**src/design/psag_pkg.sv**
```systemverilog
package psag_pkg;

   localparam int ADDR_BITS_DEFAULT   = 32;
   localparam int DIM_BITS_DEFAULT    = 12;
   localparam int FACTOR_BITS_DEFAULT = 4;

   localparam int LAYOUT_BITS     = 2;
   localparam int SIZE_BITS       = 13;
   localparam int FACTOR_REG_BITS = 4;
   localparam int CSR_INDEX_BITS  = 3;
   localparam int CSR_DATA_BITS   = 13;
   localparam int DIMS            = 6;
   localparam int DIM_ID_BITS     = 3;

   typedef enum logic [CSR_INDEX_BITS-1:0] {
      REG_LAYOUT         = 3'd0,
      REG_BATCHES        = 3'd1,
      REG_HIRES_CHANNELS = 3'd2,
      REG_LOW_HEIGHT     = 3'd3,
      REG_LOW_WIDTH      = 3'd4,
      REG_FACTOR         = 3'd5
   } psag_reg_type;

   typedef enum logic [LAYOUT_BITS-1:0] {
      LAYOUT_SHUFFLE_CONTIG   = 2'd0,
      LAYOUT_SHUFFLE_CLAST    = 2'd1,
      LAYOUT_UNSHUFFLE_CONTIG = 2'd2,
      LAYOUT_UNSHUFFLE_CLAST  = 2'd3
   } psag_layout_type;

   typedef logic [DIM_ID_BITS-1:0] psag_dim_type;

   localparam psag_dim_type DIM_N  = 3'd0;
   localparam psag_dim_type DIM_C  = 3'd1;
   localparam psag_dim_type DIM_H  = 3'd2;
   localparam psag_dim_type DIM_W  = 3'd3;
   localparam psag_dim_type DIM_S1 = 3'd4;
   localparam psag_dim_type DIM_S2 = 3'd5;

   typedef struct packed {
      logic         busy;
      logic         load;
      psag_dim_type dim;
   } psag_seq_type;

   // position 0 is the outermost loop
   function automatic psag_dim_type loop_dim(input psag_layout_type layout,
                                             input logic [DIM_ID_BITS-1:0] pos);
      logic [DIMS-1:0][DIM_ID_BITS-1:0] order;
      unique case (layout)
         LAYOUT_SHUFFLE_CONTIG:   order = {DIM_S2, DIM_W, DIM_S1, DIM_H, DIM_C, DIM_N};
         LAYOUT_SHUFFLE_CLAST:    order = {DIM_C, DIM_S2, DIM_W, DIM_S1, DIM_H, DIM_N};
         LAYOUT_UNSHUFFLE_CONTIG: order = {DIM_W, DIM_H, DIM_S2, DIM_S1, DIM_C, DIM_N};
         default:                 order = {DIM_S2, DIM_S1, DIM_C, DIM_W, DIM_H, DIM_N};
      endcase
      return order[pos];
   endfunction

endpackage

```
**src/design/pixel_shuffle_address_generator.sv**
```systemverilog
// Each response is registered and appears in the cycle after its request transfer.
// Throughput: one address per cycle with rsp_ready high and no csr write or rebuild.
// After reset and after every csr write, strides and per-dimension offsets are rebuilt
// on one shared multiplier, stride products first, with req_ready low.
// Reset is synchronous: counters clear and the csr registers load their default values.
module pixel_shuffle_address_generator #(
   parameter int ADDR_BITS   = psag_pkg::ADDR_BITS_DEFAULT,
   parameter int DIM_BITS    = psag_pkg::DIM_BITS_DEFAULT,
   parameter int FACTOR_BITS = psag_pkg::FACTOR_BITS_DEFAULT
) (
   input  logic                                  clock,
   input  logic                                  reset,
   input  logic                                  req_valid,
   output logic                                  req_ready,
   input  logic                                  req_restart,
   output logic                                  rsp_valid,
   input  logic                                  rsp_ready,
   output logic [ADDR_BITS-1:0]                  rsp_source_offset,
   output logic                                  rsp_last,
   input  logic                                  csr_wen,
   input  logic [psag_pkg::CSR_INDEX_BITS-1:0]   csr_index,
   input  logic [psag_pkg::CSR_DATA_BITS-1:0]    csr_wdata
);
   import psag_pkg::*;

   localparam int CNT_BITS = ((DIM_BITS > FACTOR_BITS) ? DIM_BITS : FACTOR_BITS) + 1;
   localparam int SIZE_CMP = (SIZE_BITS > DIM_BITS + 1) ? SIZE_BITS : DIM_BITS + 1;
   localparam int FAC_CMP  = (FACTOR_REG_BITS > FACTOR_BITS + 1) ?
                             FACTOR_REG_BITS : FACTOR_BITS + 1;
   localparam logic [SIZE_CMP-1:0] DIM_MAX = SIZE_CMP'(1) << DIM_BITS;
   localparam logic [FAC_CMP-1:0]  FAC_MAX = FAC_CMP'(1) << FACTOR_BITS;

   function automatic logic [CNT_BITS-1:0] clamp_size(input logic [SIZE_BITS-1:0] v);
      logic [SIZE_CMP-1:0] x;
      x = SIZE_CMP'(v);
      if (v == '0) begin
         return CNT_BITS'(1);
      end else if (x > DIM_MAX) begin
         return CNT_BITS'(DIM_MAX);
      end
      return CNT_BITS'(x);
   endfunction

   function automatic logic [CNT_BITS-1:0] clamp_factor(input logic [FACTOR_REG_BITS-1:0] v);
      logic [FAC_CMP-1:0] x;
      x = FAC_CMP'(v);
      if (v == '0) begin
         return CNT_BITS'(1);
      end else if (x > FAC_MAX) begin
         return CNT_BITS'(FAC_MAX);
      end
      return CNT_BITS'(x);
   endfunction

   psag_layout_type               layout_ff;
   logic [SIZE_BITS-1:0]          batches_ff, hires_channels_ff, low_height_ff, low_width_ff;
   logic [FACTOR_REG_BITS-1:0]    factor_ff;

   logic [DIM_BITS-1:0]           dim_cnt_ff [4];
   logic [FACTOR_BITS-1:0]        sub_cnt_ff [2];
   logic [ADDR_BITS-1:0]          contrib_ff [DIMS];

   logic                          rsp_valid_ff;
   logic [ADDR_BITS-1:0]          rsp_offset_ff, rsp_offset_in;
   logic                          rsp_last_ff, rsp_last_in;

   logic [DIMS-1:0][CNT_BITS-1:0]  ext, cnt_raw, cnt_w, cnt_in;
   logic [DIMS-1:0][ADDR_BITS-1:0] str, contrib_w, contrib_in;
   logic [DIMS-1:0]                at, carry_in;
   psag_seq_type                   seq;
   logic [ADDR_BITS-1:0]           load_value;
   logic                           accept;

   assign ext[DIM_N]  = clamp_size(batches_ff);
   assign ext[DIM_C]  = clamp_size(hires_channels_ff);
   assign ext[DIM_H]  = clamp_size(low_height_ff);
   assign ext[DIM_W]  = clamp_size(low_width_ff);
   assign ext[DIM_S1] = clamp_factor(factor_ff);
   assign ext[DIM_S2] = clamp_factor(factor_ff);

   assign cnt_raw[DIM_N]  = CNT_BITS'(dim_cnt_ff[0]);
   assign cnt_raw[DIM_C]  = CNT_BITS'(dim_cnt_ff[1]);
   assign cnt_raw[DIM_H]  = CNT_BITS'(dim_cnt_ff[2]);
   assign cnt_raw[DIM_W]  = CNT_BITS'(dim_cnt_ff[3]);
   assign cnt_raw[DIM_S1] = CNT_BITS'(sub_cnt_ff[0]);
   assign cnt_raw[DIM_S2] = CNT_BITS'(sub_cnt_ff[1]);

   psag_stride_seq #(
      .ADDR_BITS   (ADDR_BITS),
      .DIM_BITS    (DIM_BITS),
      .FACTOR_BITS (FACTOR_BITS),
      .CNT_BITS    (CNT_BITS)
   ) u_stride_seq (
      .clock      (clock),
      .reset      (reset),
      .csr_write  (csr_wen),
      .layout     (layout_ff),
      .ext        (ext),
      .cnt        (cnt_raw),
      .str        (str),
      .seq        (seq),
      .load_value (load_value)
   );

   assign req_ready = !seq.busy && !csr_wen && (!rsp_valid_ff || rsp_ready);
   assign accept    = req_valid && req_ready;

   always_comb begin
      psag_dim_type d;
      logic         carry;
      carry         = 1'b1;
      rsp_offset_in = '0;
      for (int k = 0; k < DIMS; k++) begin
         cnt_w[k]     = req_restart ? '0 : cnt_raw[k];
         contrib_w[k] = req_restart ? '0 : contrib_ff[k];
         at[k]        = (cnt_w[k] + CNT_BITS'(1)) >= ext[k];
         rsp_offset_in = rsp_offset_in + contrib_w[k];
      end
      carry_in = '0;
      for (int k = DIMS - 1; k >= 0; k--) begin
         d = loop_dim(layout_ff, DIM_ID_BITS'(k));
         carry_in[d] = carry;
         carry = carry & at[d];
      end
      for (int k = 0; k < DIMS; k++) begin
         cnt_in[k]     = cnt_w[k];
         contrib_in[k] = contrib_w[k];
         if (carry_in[k]) begin
            if (at[k]) begin
               cnt_in[k]     = '0;
               contrib_in[k] = '0;
            end else begin
               cnt_in[k]     = cnt_w[k] + CNT_BITS'(1);
               contrib_in[k] = contrib_w[k] + str[k];
            end
         end
      end
      rsp_last_in = &at;
   end

   always_ff @(posedge clock) begin
      if (reset) begin
         layout_ff         <= LAYOUT_SHUFFLE_CONTIG;
         batches_ff        <= SIZE_BITS'(1);
         hires_channels_ff <= SIZE_BITS'(1);
         low_height_ff     <= SIZE_BITS'(1);
         low_width_ff      <= SIZE_BITS'(1);
         factor_ff         <= FACTOR_REG_BITS'(2);
      end else if (csr_wen) begin
         unique case (csr_index)
            REG_LAYOUT:         layout_ff <= psag_layout_type'(csr_wdata[LAYOUT_BITS-1:0]);
            REG_BATCHES:        batches_ff        <= csr_wdata;
            REG_HIRES_CHANNELS: hires_channels_ff <= csr_wdata;
            REG_LOW_HEIGHT:     low_height_ff     <= csr_wdata;
            REG_LOW_WIDTH:      low_width_ff      <= csr_wdata;
            REG_FACTOR:         factor_ff         <= csr_wdata[FACTOR_REG_BITS-1:0];
            default: ;
         endcase
      end
   end

   always_ff @(posedge clock) begin
      if (reset) begin
         for (int k = 0; k < 4; k++) begin
            dim_cnt_ff[k] <= '0;
         end
         for (int k = 0; k < 2; k++) begin
            sub_cnt_ff[k] <= '0;
         end
      end else if (accept) begin
         dim_cnt_ff[0] <= cnt_in[DIM_N][DIM_BITS-1:0];
         dim_cnt_ff[1] <= cnt_in[DIM_C][DIM_BITS-1:0];
         dim_cnt_ff[2] <= cnt_in[DIM_H][DIM_BITS-1:0];
         dim_cnt_ff[3] <= cnt_in[DIM_W][DIM_BITS-1:0];
         sub_cnt_ff[0] <= cnt_in[DIM_S1][FACTOR_BITS-1:0];
         sub_cnt_ff[1] <= cnt_in[DIM_S2][FACTOR_BITS-1:0];
      end
   end

   // rebuild offsets from the sequencer, step them on each transfer
   always_ff @(posedge clock) begin
      if (seq.load) begin
         contrib_ff[seq.dim] <= load_value;
      end else if (accept) begin
         for (int k = 0; k < DIMS; k++) begin
            contrib_ff[k] <= contrib_in[k];
         end
      end
   end

   always_ff @(posedge clock) begin
      if (reset) begin
         rsp_valid_ff <= 1'b0;
      end else if (accept) begin
         rsp_valid_ff <= 1'b1;
      end else if (rsp_ready) begin
         rsp_valid_ff <= 1'b0;
      end
   end

   always_ff @(posedge clock) begin
      if (accept) begin
         rsp_offset_ff <= rsp_offset_in;
         rsp_last_ff   <= rsp_last_in;
      end
   end

   assign rsp_valid         = rsp_valid_ff;
   assign rsp_source_offset = rsp_offset_ff;
   assign rsp_last          = rsp_last_ff;

endmodule

```
**src/design/psag_stride_seq.sv**
```systemverilog
module psag_stride_seq #(
   parameter int ADDR_BITS   = psag_pkg::ADDR_BITS_DEFAULT,
   parameter int DIM_BITS    = psag_pkg::DIM_BITS_DEFAULT,
   parameter int FACTOR_BITS = psag_pkg::FACTOR_BITS_DEFAULT,
   parameter int CNT_BITS    = ((DIM_BITS > FACTOR_BITS) ? DIM_BITS : FACTOR_BITS) + 1
) (
   input  logic                                       clock,
   input  logic                                       reset,
   input  logic                                       csr_write,
   input  psag_pkg::psag_layout_type                  layout,
   input  logic [psag_pkg::DIMS-1:0][CNT_BITS-1:0]    ext,
   input  logic [psag_pkg::DIMS-1:0][CNT_BITS-1:0]    cnt,
   output logic [psag_pkg::DIMS-1:0][ADDR_BITS-1:0]   str,
   output psag_pkg::psag_seq_type                     seq,
   output logic [ADDR_BITS-1:0]                       load_value
);
   import psag_pkg::*;

   localparam int PRODS     = 12;
   localparam int STEPS     = PRODS + DIMS;
   localparam int STEP_BITS = $clog2(STEPS);

   localparam logic [STEP_BITS-1:0] ST_SS    = STEP_BITS'(0);
   localparam logic [STEP_BITS-1:0] ST_HW    = STEP_BITS'(1);
   localparam logic [STEP_BITS-1:0] ST_SHW   = STEP_BITS'(2);
   localparam logic [STEP_BITS-1:0] ST_SSHW  = STEP_BITS'(3);
   localparam logic [STEP_BITS-1:0] ST_CH    = STEP_BITS'(4);
   localparam logic [STEP_BITS-1:0] ST_CHW   = STEP_BITS'(5);
   localparam logic [STEP_BITS-1:0] ST_WCH   = STEP_BITS'(6);
   localparam logic [STEP_BITS-1:0] ST_SSW   = STEP_BITS'(7);
   localparam logic [STEP_BITS-1:0] ST_WS    = STEP_BITS'(8);
   localparam logic [STEP_BITS-1:0] ST_SC    = STEP_BITS'(9);
   localparam logic [STEP_BITS-1:0] ST_WSC   = STEP_BITS'(10);
   localparam logic [STEP_BITS-1:0] ST_SSWC  = STEP_BITS'(11);
   localparam logic [STEP_BITS-1:0] ST_CONTRIB_FIRST = STEP_BITS'(PRODS);
   localparam logic [STEP_BITS-1:0] ST_LAST  = STEP_BITS'(STEPS - 1);

   logic                  busy_ff, busy_in;
   logic [STEP_BITS-1:0]  step_ff, step_in;

   logic [ADDR_BITS-1:0]  ss_ff, hw_ff, shw_ff, sshw_ff, ch_ff, chw_ff;
   logic [ADDR_BITS-1:0]  wch_ff, ssw_ff, ws_ff, sc_ff, wsc_ff, sswc_ff;

   logic [ADDR_BITS-1:0]           mul_a;
   logic [CNT_BITS-1:0]            mul_b;
   logic [ADDR_BITS-1:0]           mul_lo;
   psag_dim_type                   contrib_dim;

   logic [CNT_BITS-1:0] s_ext, c_ext, h_ext, w_ext;
   logic [ADDR_BITS-1:0] s_addr, c_addr, h_addr, w_addr, one_addr;

   assign s_ext  = ext[DIM_S1];
   assign c_ext  = ext[DIM_C];
   assign h_ext  = ext[DIM_H];
   assign w_ext  = ext[DIM_W];
   assign s_addr = ADDR_BITS'(s_ext);
   assign c_addr = ADDR_BITS'(c_ext);
   assign h_addr = ADDR_BITS'(h_ext);
   assign w_addr = ADDR_BITS'(w_ext);
   assign one_addr = ADDR_BITS'(1);

   assign contrib_dim = psag_dim_type'(step_ff - ST_CONTRIB_FIRST);

   always_comb begin
      str = '0;
      str[DIM_N] = chw_ff;
      unique case (layout)
         LAYOUT_SHUFFLE_CONTIG: begin
            str[DIM_C]  = sshw_ff;
            str[DIM_H]  = w_addr;
            str[DIM_W]  = one_addr;
            str[DIM_S1] = shw_ff;
            str[DIM_S2] = hw_ff;
         end
         LAYOUT_SHUFFLE_CLAST: begin
            str[DIM_C]  = ss_ff;
            str[DIM_H]  = wch_ff;
            str[DIM_W]  = ch_ff;
            str[DIM_S1] = s_addr;
            str[DIM_S2] = one_addr;
         end
         LAYOUT_UNSHUFFLE_CONTIG: begin
            str[DIM_C]  = sshw_ff;
            str[DIM_H]  = ssw_ff;
            str[DIM_W]  = s_addr;
            str[DIM_S1] = ws_ff;
            str[DIM_S2] = one_addr;
         end
         default: begin
            str[DIM_C]  = one_addr;
            str[DIM_H]  = sswc_ff;
            str[DIM_W]  = sc_ff;
            str[DIM_S1] = wsc_ff;
            str[DIM_S2] = c_addr;
         end
      endcase
   end

   always_comb begin
      unique case (step_ff)
         ST_SS:   begin mul_a = s_addr;  mul_b = s_ext; end
         ST_HW:   begin mul_a = h_addr;  mul_b = w_ext; end
         ST_SHW:  begin mul_a = hw_ff;   mul_b = s_ext; end
         ST_SSHW: begin mul_a = shw_ff;  mul_b = s_ext; end
         ST_CH:   begin mul_a = ss_ff;   mul_b = c_ext; end
         ST_CHW:  begin mul_a = sshw_ff; mul_b = c_ext; end
         ST_WCH:  begin mul_a = ch_ff;   mul_b = w_ext; end
         ST_SSW:  begin mul_a = ss_ff;   mul_b = w_ext; end
         ST_WS:   begin mul_a = w_addr;  mul_b = s_ext; end
         ST_SC:   begin mul_a = c_addr;  mul_b = s_ext; end
         ST_WSC:  begin mul_a = ws_ff;   mul_b = c_ext; end
         ST_SSWC: begin mul_a = wsc_ff;  mul_b = s_ext; end
         default: begin mul_a = str[contrib_dim]; mul_b = cnt[contrib_dim]; end
      endcase
   end

   assign mul_lo     = mul_a * ADDR_BITS'(mul_b);
   assign load_value = mul_lo;

   always_comb begin
      busy_in = busy_ff;
      step_in = step_ff;
      if (csr_write) begin
         busy_in = 1'b1;
         step_in = '0;
      end else if (busy_ff) begin
         if (step_ff == ST_LAST) begin
            busy_in = 1'b0;
         end else begin
            step_in = step_ff + STEP_BITS'(1);
         end
      end
   end

   always_ff @(posedge clock) begin
      if (reset) begin
         busy_ff <= 1'b1;
         step_ff <= '0;
      end else begin
         busy_ff <= busy_in;
         step_ff <= step_in;
      end
   end

   always_ff @(posedge clock) begin
      if (busy_ff) begin
         unique case (step_ff)
            ST_SS:   ss_ff   <= mul_lo;
            ST_HW:   hw_ff   <= mul_lo;
            ST_SHW:  shw_ff  <= mul_lo;
            ST_SSHW: sshw_ff <= mul_lo;
            ST_CH:   ch_ff   <= mul_lo;
            ST_CHW:  chw_ff  <= mul_lo;
            ST_WCH:  wch_ff  <= mul_lo;
            ST_SSW:  ssw_ff  <= mul_lo;
            ST_WS:   ws_ff   <= mul_lo;
            ST_SC:   sc_ff   <= mul_lo;
            ST_WSC:  wsc_ff  <= mul_lo;
            ST_SSWC: sswc_ff <= mul_lo;
            default: ;
         endcase
      end
   end

   assign seq.busy = busy_ff;
   assign seq.load = busy_ff && (step_ff >= ST_CONTRIB_FIRST);
   assign seq.dim  = contrib_dim;

endmodule

```
**config.mk**
```make
export PLATFORM = sky130hd
export DESIGN_NAME = pixel_shuffle_address_generator
export DESIGN_NICKNAME = d
export VERILOG_FILES = /design/src/design/psag_pkg.sv /design/src/design/pixel_shuffle_address_generator.sv /design/src/design/psag_stride_seq.sv
export SDC_FILE = /design/constraint.sdc
export NUM_CORES = 2
export LEC_CHECK = 0
export ABC_AREA = 1
export BUFFER_PORTS_ARGS = -buffer_cell sky130_fd_sc_hd__buf_2
export CAP_MARGIN = 20
export CORE_ASPECT_RATIO = 1.25
export CORE_MARGIN = 2
export CORE_UTILIZATION = 41
export CTS_BUF_LIST = sky130_fd_sc_hd__clkbuf_4 sky130_fd_sc_hd__clkbuf_8
export CTS_CLUSTER_DIAMETER = 80
export DETAILED_ROUTE_END_ITERATION = 16
export GPL_ROUTABILITY_DRIVEN = 1
export PLACE_DENSITY = 0.53
export RECOVER_POWER = 25
export SLEW_MARGIN = 20
export SYNTH_ARGS = -nofsm -noshare
export SYNTH_HDL_FRONTEND = slang
export SYNTH_SLANG_ARGS = --single-unit
```
**constraint.sdc**
```tcl
create_clock -name clock -period 19.2 [get_ports clock]
set_input_delay 1.92 -clock clock [delete_from_list [all_inputs] [get_ports clock]]
set_output_delay 1.92 -clock clock [all_outputs]
set_load 0.005 [all_outputs]
```
# Word level (Yosys, flattened, before mapping)
# Memories as Yosys holds them, arrays and structs flattened.
# Index checks and enable logic that the tools add are counted.
# totals
word_cells	268
ram_bits	248
input_bits	22
n_memories	3
register_bits	482
# op_classes
n_lt_le_gt_ge	25
n_addsub	19
mul	1
eq_ne	19
reduce_logical	49
bitwise	11
n_mux	118
# memory_table
memory	words	word_bits	read_ports	rd_ports_with_merged_regs	wr	line_no	source
contrib_ff	6	32	6	0	6	pixel_shuffle_address_generator.sv:61	logic [ADDR_BITS-1:0] contrib_ff [DIMS];
dim_cnt_ff	4	12	4	0	4	pixel_shuffle_address_generator.sv:59	logic [DIM_BITS-1:0] dim_cnt_ff [4];
sub_cnt_ff	2	4	2	0	2	pixel_shuffle_address_generator.sv:60	logic [FACTOR_BITS-1:0] sub_cnt_ff [2];
# op_table
cell	count
32-bit 2-to-1 mux	20
160-bit one-hot mux with 3 select lines	1
32-bit adder	11
32-bit one-hot mux with 11 select lines	1
13-bit 2-to-1 mux	16
12-bit 2-to-1 mux	16
32-bit binary-select mux with 3-bit select	1
18-bit one-hot mux with 3 select lines	1
12-bit by 1-bit adder with 13-bit output, second input constant	4
13-bit greater-or-equal comparator	4
13-bit greater-than comparator, second input constant	4
13-bit zero test	4
13-bit binary-select mux with 3-bit select	1
13-bit one-hot mux with 3 select lines	1
2-bit AND reduction	19
1-bit 2-to-1 mux	35
32-bit by 13-bit multiplier with 32-bit output	1
4-bit 2-to-1 mux	8
32-bit OR reduction	1
6-bit bitwise mux	5
3-bit by 4-bit less-than comparator with 1-bit output, second input constant	7
5-bit by 13-bit greater-or-equal comparator with 1-bit output	2
5-bit by 3-bit equality test with 1-bit output, second input constant	4
5-bit by 4-bit equality test with 1-bit output, second input constant	4
32 further kinds	71

# Depth between registers and ports, before layout
# depth
ltp_word	14
ltp_mapped	45
mapped_depth_nobuf	41

# Hierarchy
# From an unflattened synthesis, not the netlist that was laid out.
# hier_totals
hier_cells	9008
hier_area_um2	67165.7
# by_module_without_submodules
mod	cells_each	area_each_um2	n_inst	seq_area_each_um2
pixel_shuffle_address_generator	5610	37507.2	1	9619.2
psag_stride_seq	3398	29658.4	1	11651.2

# Worst setup path after synthesis
# OpenSTA, ideal clock, no wires.
# synth_path
path_kind	flip-flop to flip-flop
start	register u_stride_seq.step_ff[0]
end	memory contrib_ff[4][24] (netlist bit), data pin
stages_incl_launch_ff	42
path_slack_ns	10.586
required_time_ns	19.054
n_path_buf	6
period_less_slack_ns	8.614
arrival_time_ns	8.468
setup_ns	0.146
cell_sequence	dfxtp_1 buf_2 inv_2 clkbuf_1 clkbuf_1 buf_1 ha_1 inv_1 nor2_1 nand2_1 nand2_1 nor2_4 nand2_2 nor2_4 buf_6 clkbuf_1 a2111oi_0 o2111ai_1 (+6 left out) fa_1 fa_1 inv_1 fa_1 inv_1 ha_1 nand2_1 inv_1 a21oi_1 o21ai_0 a21oi_1 o21ai_0 a21oi_1 o21ai_0 a21oi_1 xnor2_1 nand2_1 o21ai_1
# synth_rtl
item	line_no	source
start: declaration	psag_stride_seq.sv:39	logic [STEP_BITS-1:0] step_ff, step_in;
start signal: assignment	psag_stride_seq.sv:141	step_ff <= step_in;
end: declaration	pixel_shuffle_address_generator.sv:61	

==> flow_results.org <==
** Detailed routing
- After detailed routing, the total wire length is 273000 microns.
- Antenna-violating nets left :: 0
- Drc violations :: 0
- Summing over every cut layer, the via total after detailed routing is 59580.
- Iteration count of the initial detailed-routing pass :: 6
- Post-DR wirelength/cell :: 26.26 microns
- Vias per inst :: 5.730
- Number of DRC markers after the initial detailed-route iteration :: 6752

** Worst setup path
- Of all nets on the critical path, the largest fanout is 37.
- Reg2Reg Depth :: 32
- In this design, the critical path's most frequently occurring cell is sky130_fd_sc_hd__nand2_1.
- Across all register-to-register paths, the minimum setup slack is 6.68 ns.
- Critical path's largest stage delay :: 1.16 ns
- By startpoint and endpoint, the worst setup path is classified as reg2reg.
- CP endpoint kind :: flip-flop
- Critical path required time :: 19.96 ns
- Kind of start point of the critical path :: flip-flop
- Slowest stage cell on the critical path :: sky130_fd_sc_hd__clkinvlp_2
- STA puts the critical path data arrival time at 13.28 ns.

** Logic synthesis
- For this run, the leading register cell type out of synthesis is sky130_fd_sc_hd__edfxtp_1.
- Total number of yosys warnings :: 0
- In the synthesized netlist the async set-or-reset flop fraction comes to 0%.
- In this run, distinct cell masters in the synthesized netlist total 62.
- After synthesis the cells add up to 63750 sq um.
- Summing the sequential cell areas from Yosys gives 33.36% of the chip area.
- Cell count after synthesis :: 8218
- The number of nets in the synthesized netlist is 8972.
- Number of enable flip-flop cells after synthesis :: 665
- Counting flops and latches in the post-synthesis netlist gives 730.
- The average instance in the mapped netlist occupies 7.758 sq um.

** Floorplanning
- Die height :: 444.9 microns
- Horizontal die dimension :: 356.7 microns
- Initial standard-cell utilization of the core :: 41.31%
- The core region is 154300 sq um.
- Die Area :: 158700 sq um
- 57 I/O pins were placed.
- The floorplan has 161 rows.

** STA
- Relative slew margins :: -236.9%
- Fin. Hold Viols :: 0
- Subtracting the final worst setup slack from the clock period gives 12.52 ns.
- Final Slew Violations :: 488
- In the finished design, the share of the clock period the worst path needs comes to 65.20%.
- RSZ-0062 raised after global routing :: no
- Final setup violating endpoints :: 0
- Transition time at the pin with the least slew margin :: 5.054 ns
- Derived from the worst setup path, the maximum achievable clock frequency is 0.07988 GHz.
- Post-route setup slack :: 6.681 ns
- Final Skew :: 0.05960 ns
- Setup total negative slack on the finished layout was measured at 0 ns.

** Global routing
- The number of antenna violations at the first check in global routing came to 10.
- The number of global-route vias before repair is 58290.
- Sum of overflow across all layers after global routing :: 0
- Wire length of the first global-routing pass :: 393800 microns
- Entering global routing, the biggest net connects 107 pins.
- Global routing used 34.12% of the available tracks.

** Status
- The run finished, with violations left.
- The checks that failed: capacitance limit, slew limit.

** Cells and area
- The top cell types in the final layout, fill and taps aside, are 2088 x sky130_fd_sc_hd__nand2_1, 1170 x sky130_fd_sc_hd__inv_1, 703 x sky130_fd_sc_hd__nor2_1.
- In the final layout, the share of cells above drive strength 1 is 6.378%.
- The library cell used most frequently in the layout, excluding fill and tap cells, is sky130_fd_sc_hd__nand2_1.
- After filler insertion, the fill cell instance count of the layout stands at 15800.
- Area growth from synthesis to final layout :: 8.655%
- In the final design database the tool counted 9000 nets.

** Worst hold path
- The tightest min-delay check is of the reg2reg type.
- Worst Hold Path Cells :: 2

** Clocking
- Number of CTS-inserted buffers :: 138
- After clock tree synthesis, the flow added hold-fix buffers numbering 0.
- Number of buffers inserted to repair setup after CTS :: 0
- H-tree Lvls :: 4
- Clock edge transition at the registers on the reported setup and hold paths :: 0.06 ns
- Number of clock sinks :: 730
- The root buffer cell chosen for the clock tree is sky130_fd_sc_hd__clkbuf_8.
- Clock latency at the later pin of the worst-skew pair :: 0.94 ns
- The number of gates resized after CTS was 0.
- TritonCTS built the clock tree.
- Clock Tree Buf Depth :: 3

** Power
- The analysis attributes to cell leakage a power of 0.03168 uW.
- Maximum vdd ir drop :: 80.67 uV
- Power spread over the standard cell area amounts to 74.75 nW/um^2.

** Placement
- At the end of routability-driven placement, the weighted congestion stood at 0.9912.
- Worst setup slack before clock tree synthesis :: 8.499 ns
- The count of buffers added on input and output ports is 56.
- After legalization and detailed placement, the total HPWL measured 211800 microns.

** Run
- # Max-Cap Violations :: 14
==> flip-flops by register name (all words and copies together), names as in the netlist, 32 cells and up <==
signal / flops
contrib_ff: 192
dim_cnt_ff: 48
rsp_source_offset: 32
u_stride_seq.ch_ff: 32
u_stride_seq.chw_ff: 32
u_stride_seq.hw_ff: 32
u_stride_seq.sc_ff: 32
u_stride_seq.shw_ff: 32
u_stride_seq.ss_ff: 32
u_stride_seq.sshw_ff: 32
u_stride_seq.ssw_ff: 32
u_stride_seq.sswc_ff: 32
u_stride_seq.wch_ff: 32
u_stride_seq.ws_ff: 32
u_stride_seq.wsc_ff: 32
==> cell usage after synthesis (12+ instances only) <==
library cell	instances	area, sq um
sky130_fd_sc_hd__nor3_1	58	290.3
sky130_fd_sc_hd__o21a_1	29	217.7
sky130_fd_sc_hd__edfxtp_1	665	19970
sky130_fd_sc_hd__a31oi_1	30	187.7
sky130_fd_sc_hd__buf_2	63	315.3
sky130_fd_sc_hd__dfxtp_1	65	1301
sky130_fd_sc_hd__o22ai_1	38	237.7
sky130_fd_sc_hd__o21ai_1	40	200.2
sky130_fd_sc_hd__and2_1	17	106.4
sky130_fd_sc_hd__fa_1	386	7727
sky130_fd_sc_hd__a21o_1	21	157.7
sky130_fd_sc_hd__nand2_1	2086	7830
sky130_fd_sc_hd__or2_2	52	325.3
sky130_fd_sc_hd__buf_1	60	225.2
sky130_fd_sc_hd__o211ai_1	37	277.8
sky130_fd_sc_hd__nand3_2	14	140.1
sky130_fd_sc_hd__o21bai_1	21	157.7
sky130_fd_sc_hd__nand3_1	585	2928
sky130_fd_sc_hd__clkbuf_1	159	596.8
sky130_fd_sc_hd__nor2_1	718	2695
sky130_fd_sc_hd__nor4_1	26	162.7
sky130_fd_sc_hd__o2111ai_1	16	140.1
sky130_fd_sc_hd__xor2_1	81	709.4
sky130_fd_sc_hd__buf_4	12	90.09
sky130_fd_sc_hd__inv_1	1172	4399
sky130_fd_sc_hd__a21oi_1	599	2998
sky130_fd_sc_hd__clkinv_1	19	71.32
sky130_fd_sc_hd__xnor2_1	52	455.4
sky130_fd_sc_hd__nand4_1	77	481.7
sky130_fd_sc_hd__ha_1	346	4329
sky130_fd_sc_hd__a221oi_1	43	376.6
sky130_fd_sc_hd__inv_2	15	56.30
sky130_fd_sc_hd__o21ai_0	475	2377
sky130_fd_sc_hd__o221ai_1	21	183.9
==> metal layers <==
| layer | up-vias | global-route usage, % | share of wire [%] |
|---|---|---|---|
| li1 | 27230 | - | - |
| met1 | 29160 | 43.17 | 40 |
| met2 | 2640 | 57.26 | 48 |
| met3 | 555 | 5.245 | 7.3 |
| met4 | 4 | 15.47 | 5.2 |
| met5 | - | 0 | 0.011 |
==> report_power, final <==
group | internal [uW] | total [uW] | switching [uW]
registers | 1920 | 1950 | 29.8
clock network | 877 | 1650 | 770
logic | 438 | 1580 | 1140
total | 3230 | 5180 | 1940
==> per-stage QoR <==
step | util (%) | instance area (sq um) | hold slack [ns] | cells | power (uW)
global placement | 43.10 | 66500 | 0.4595 | 10140 | 3511
detailed placement | 43.10 | 66510 | 0.4661 | 10140 | 3525
floorplan | - | 63750 | 0.4435 | 8218 | 2932
finish | 44.89 | 69270 | 0.4757 | 10400 | 5178
CTS | 44.93 | 69330 | 0.4751 | 10390 | 5159
global route | 44.89 | 69260 | 0.5068 | 10400 | 5406
==> path summary, 6_finish.rpt <==
check	from	to
max	u_stride_seq.step_ff[0]$_SDFFE_PP0P_	contrib_ff[2][26]$_DFFE_PP_
min	low_height_ff[3]$_SDFFE_PP0P_	low_height_ff[3]$_SDFFE_PP0P_
max reg2reg	u_stride_seq.step_ff[0]$_SDFFE_PP0P_	contrib_ff[2][26]$_DFFE_PP_
min reg2reg	low_height_ff[3]$_SDFFE_PP0P_	low_height_ff[3]$_SDFFE_PP0P_
==> area by class of cell <==
type	count	area (sq um)	area share, %
repair buffers	190	1266	1.828
diodes	4	10.01	0.01445
inverters	1206	4537	6.550
well taps	2037	2549	3.679
clock inverters	59	465.4	0.6719
multi-input cells	5980	36820	53.15
flip-flops and latches	730	21270	30.71
clock buffers	192	2355	3.399
==> worst max-delay path, delay by kind of cell, from the launching register on <==
family,cells,cell delay [ns]
simple gates,12,4.24
fa+ha+maj,8,2.90
buf+inv,4,2.03
compound gates,8,2.01
flops,1,1.15
==> logic make-up after synthesis <==
kind of cell / after synthesis / synth area share (%)
AO/OA/AOI/OAI: 1448 / 12.86
adder cells (fa/ha/maj): 732 / 18.91
AND/OR/NAND/NOR: 3667 / 23.87
buffers and inverters: 1508 / 9.167
flip-flops: 730 / 33.36
XOR/XNOR: 133 / 1.827
No activity file was read; power rests on OpenSTA's default activity.
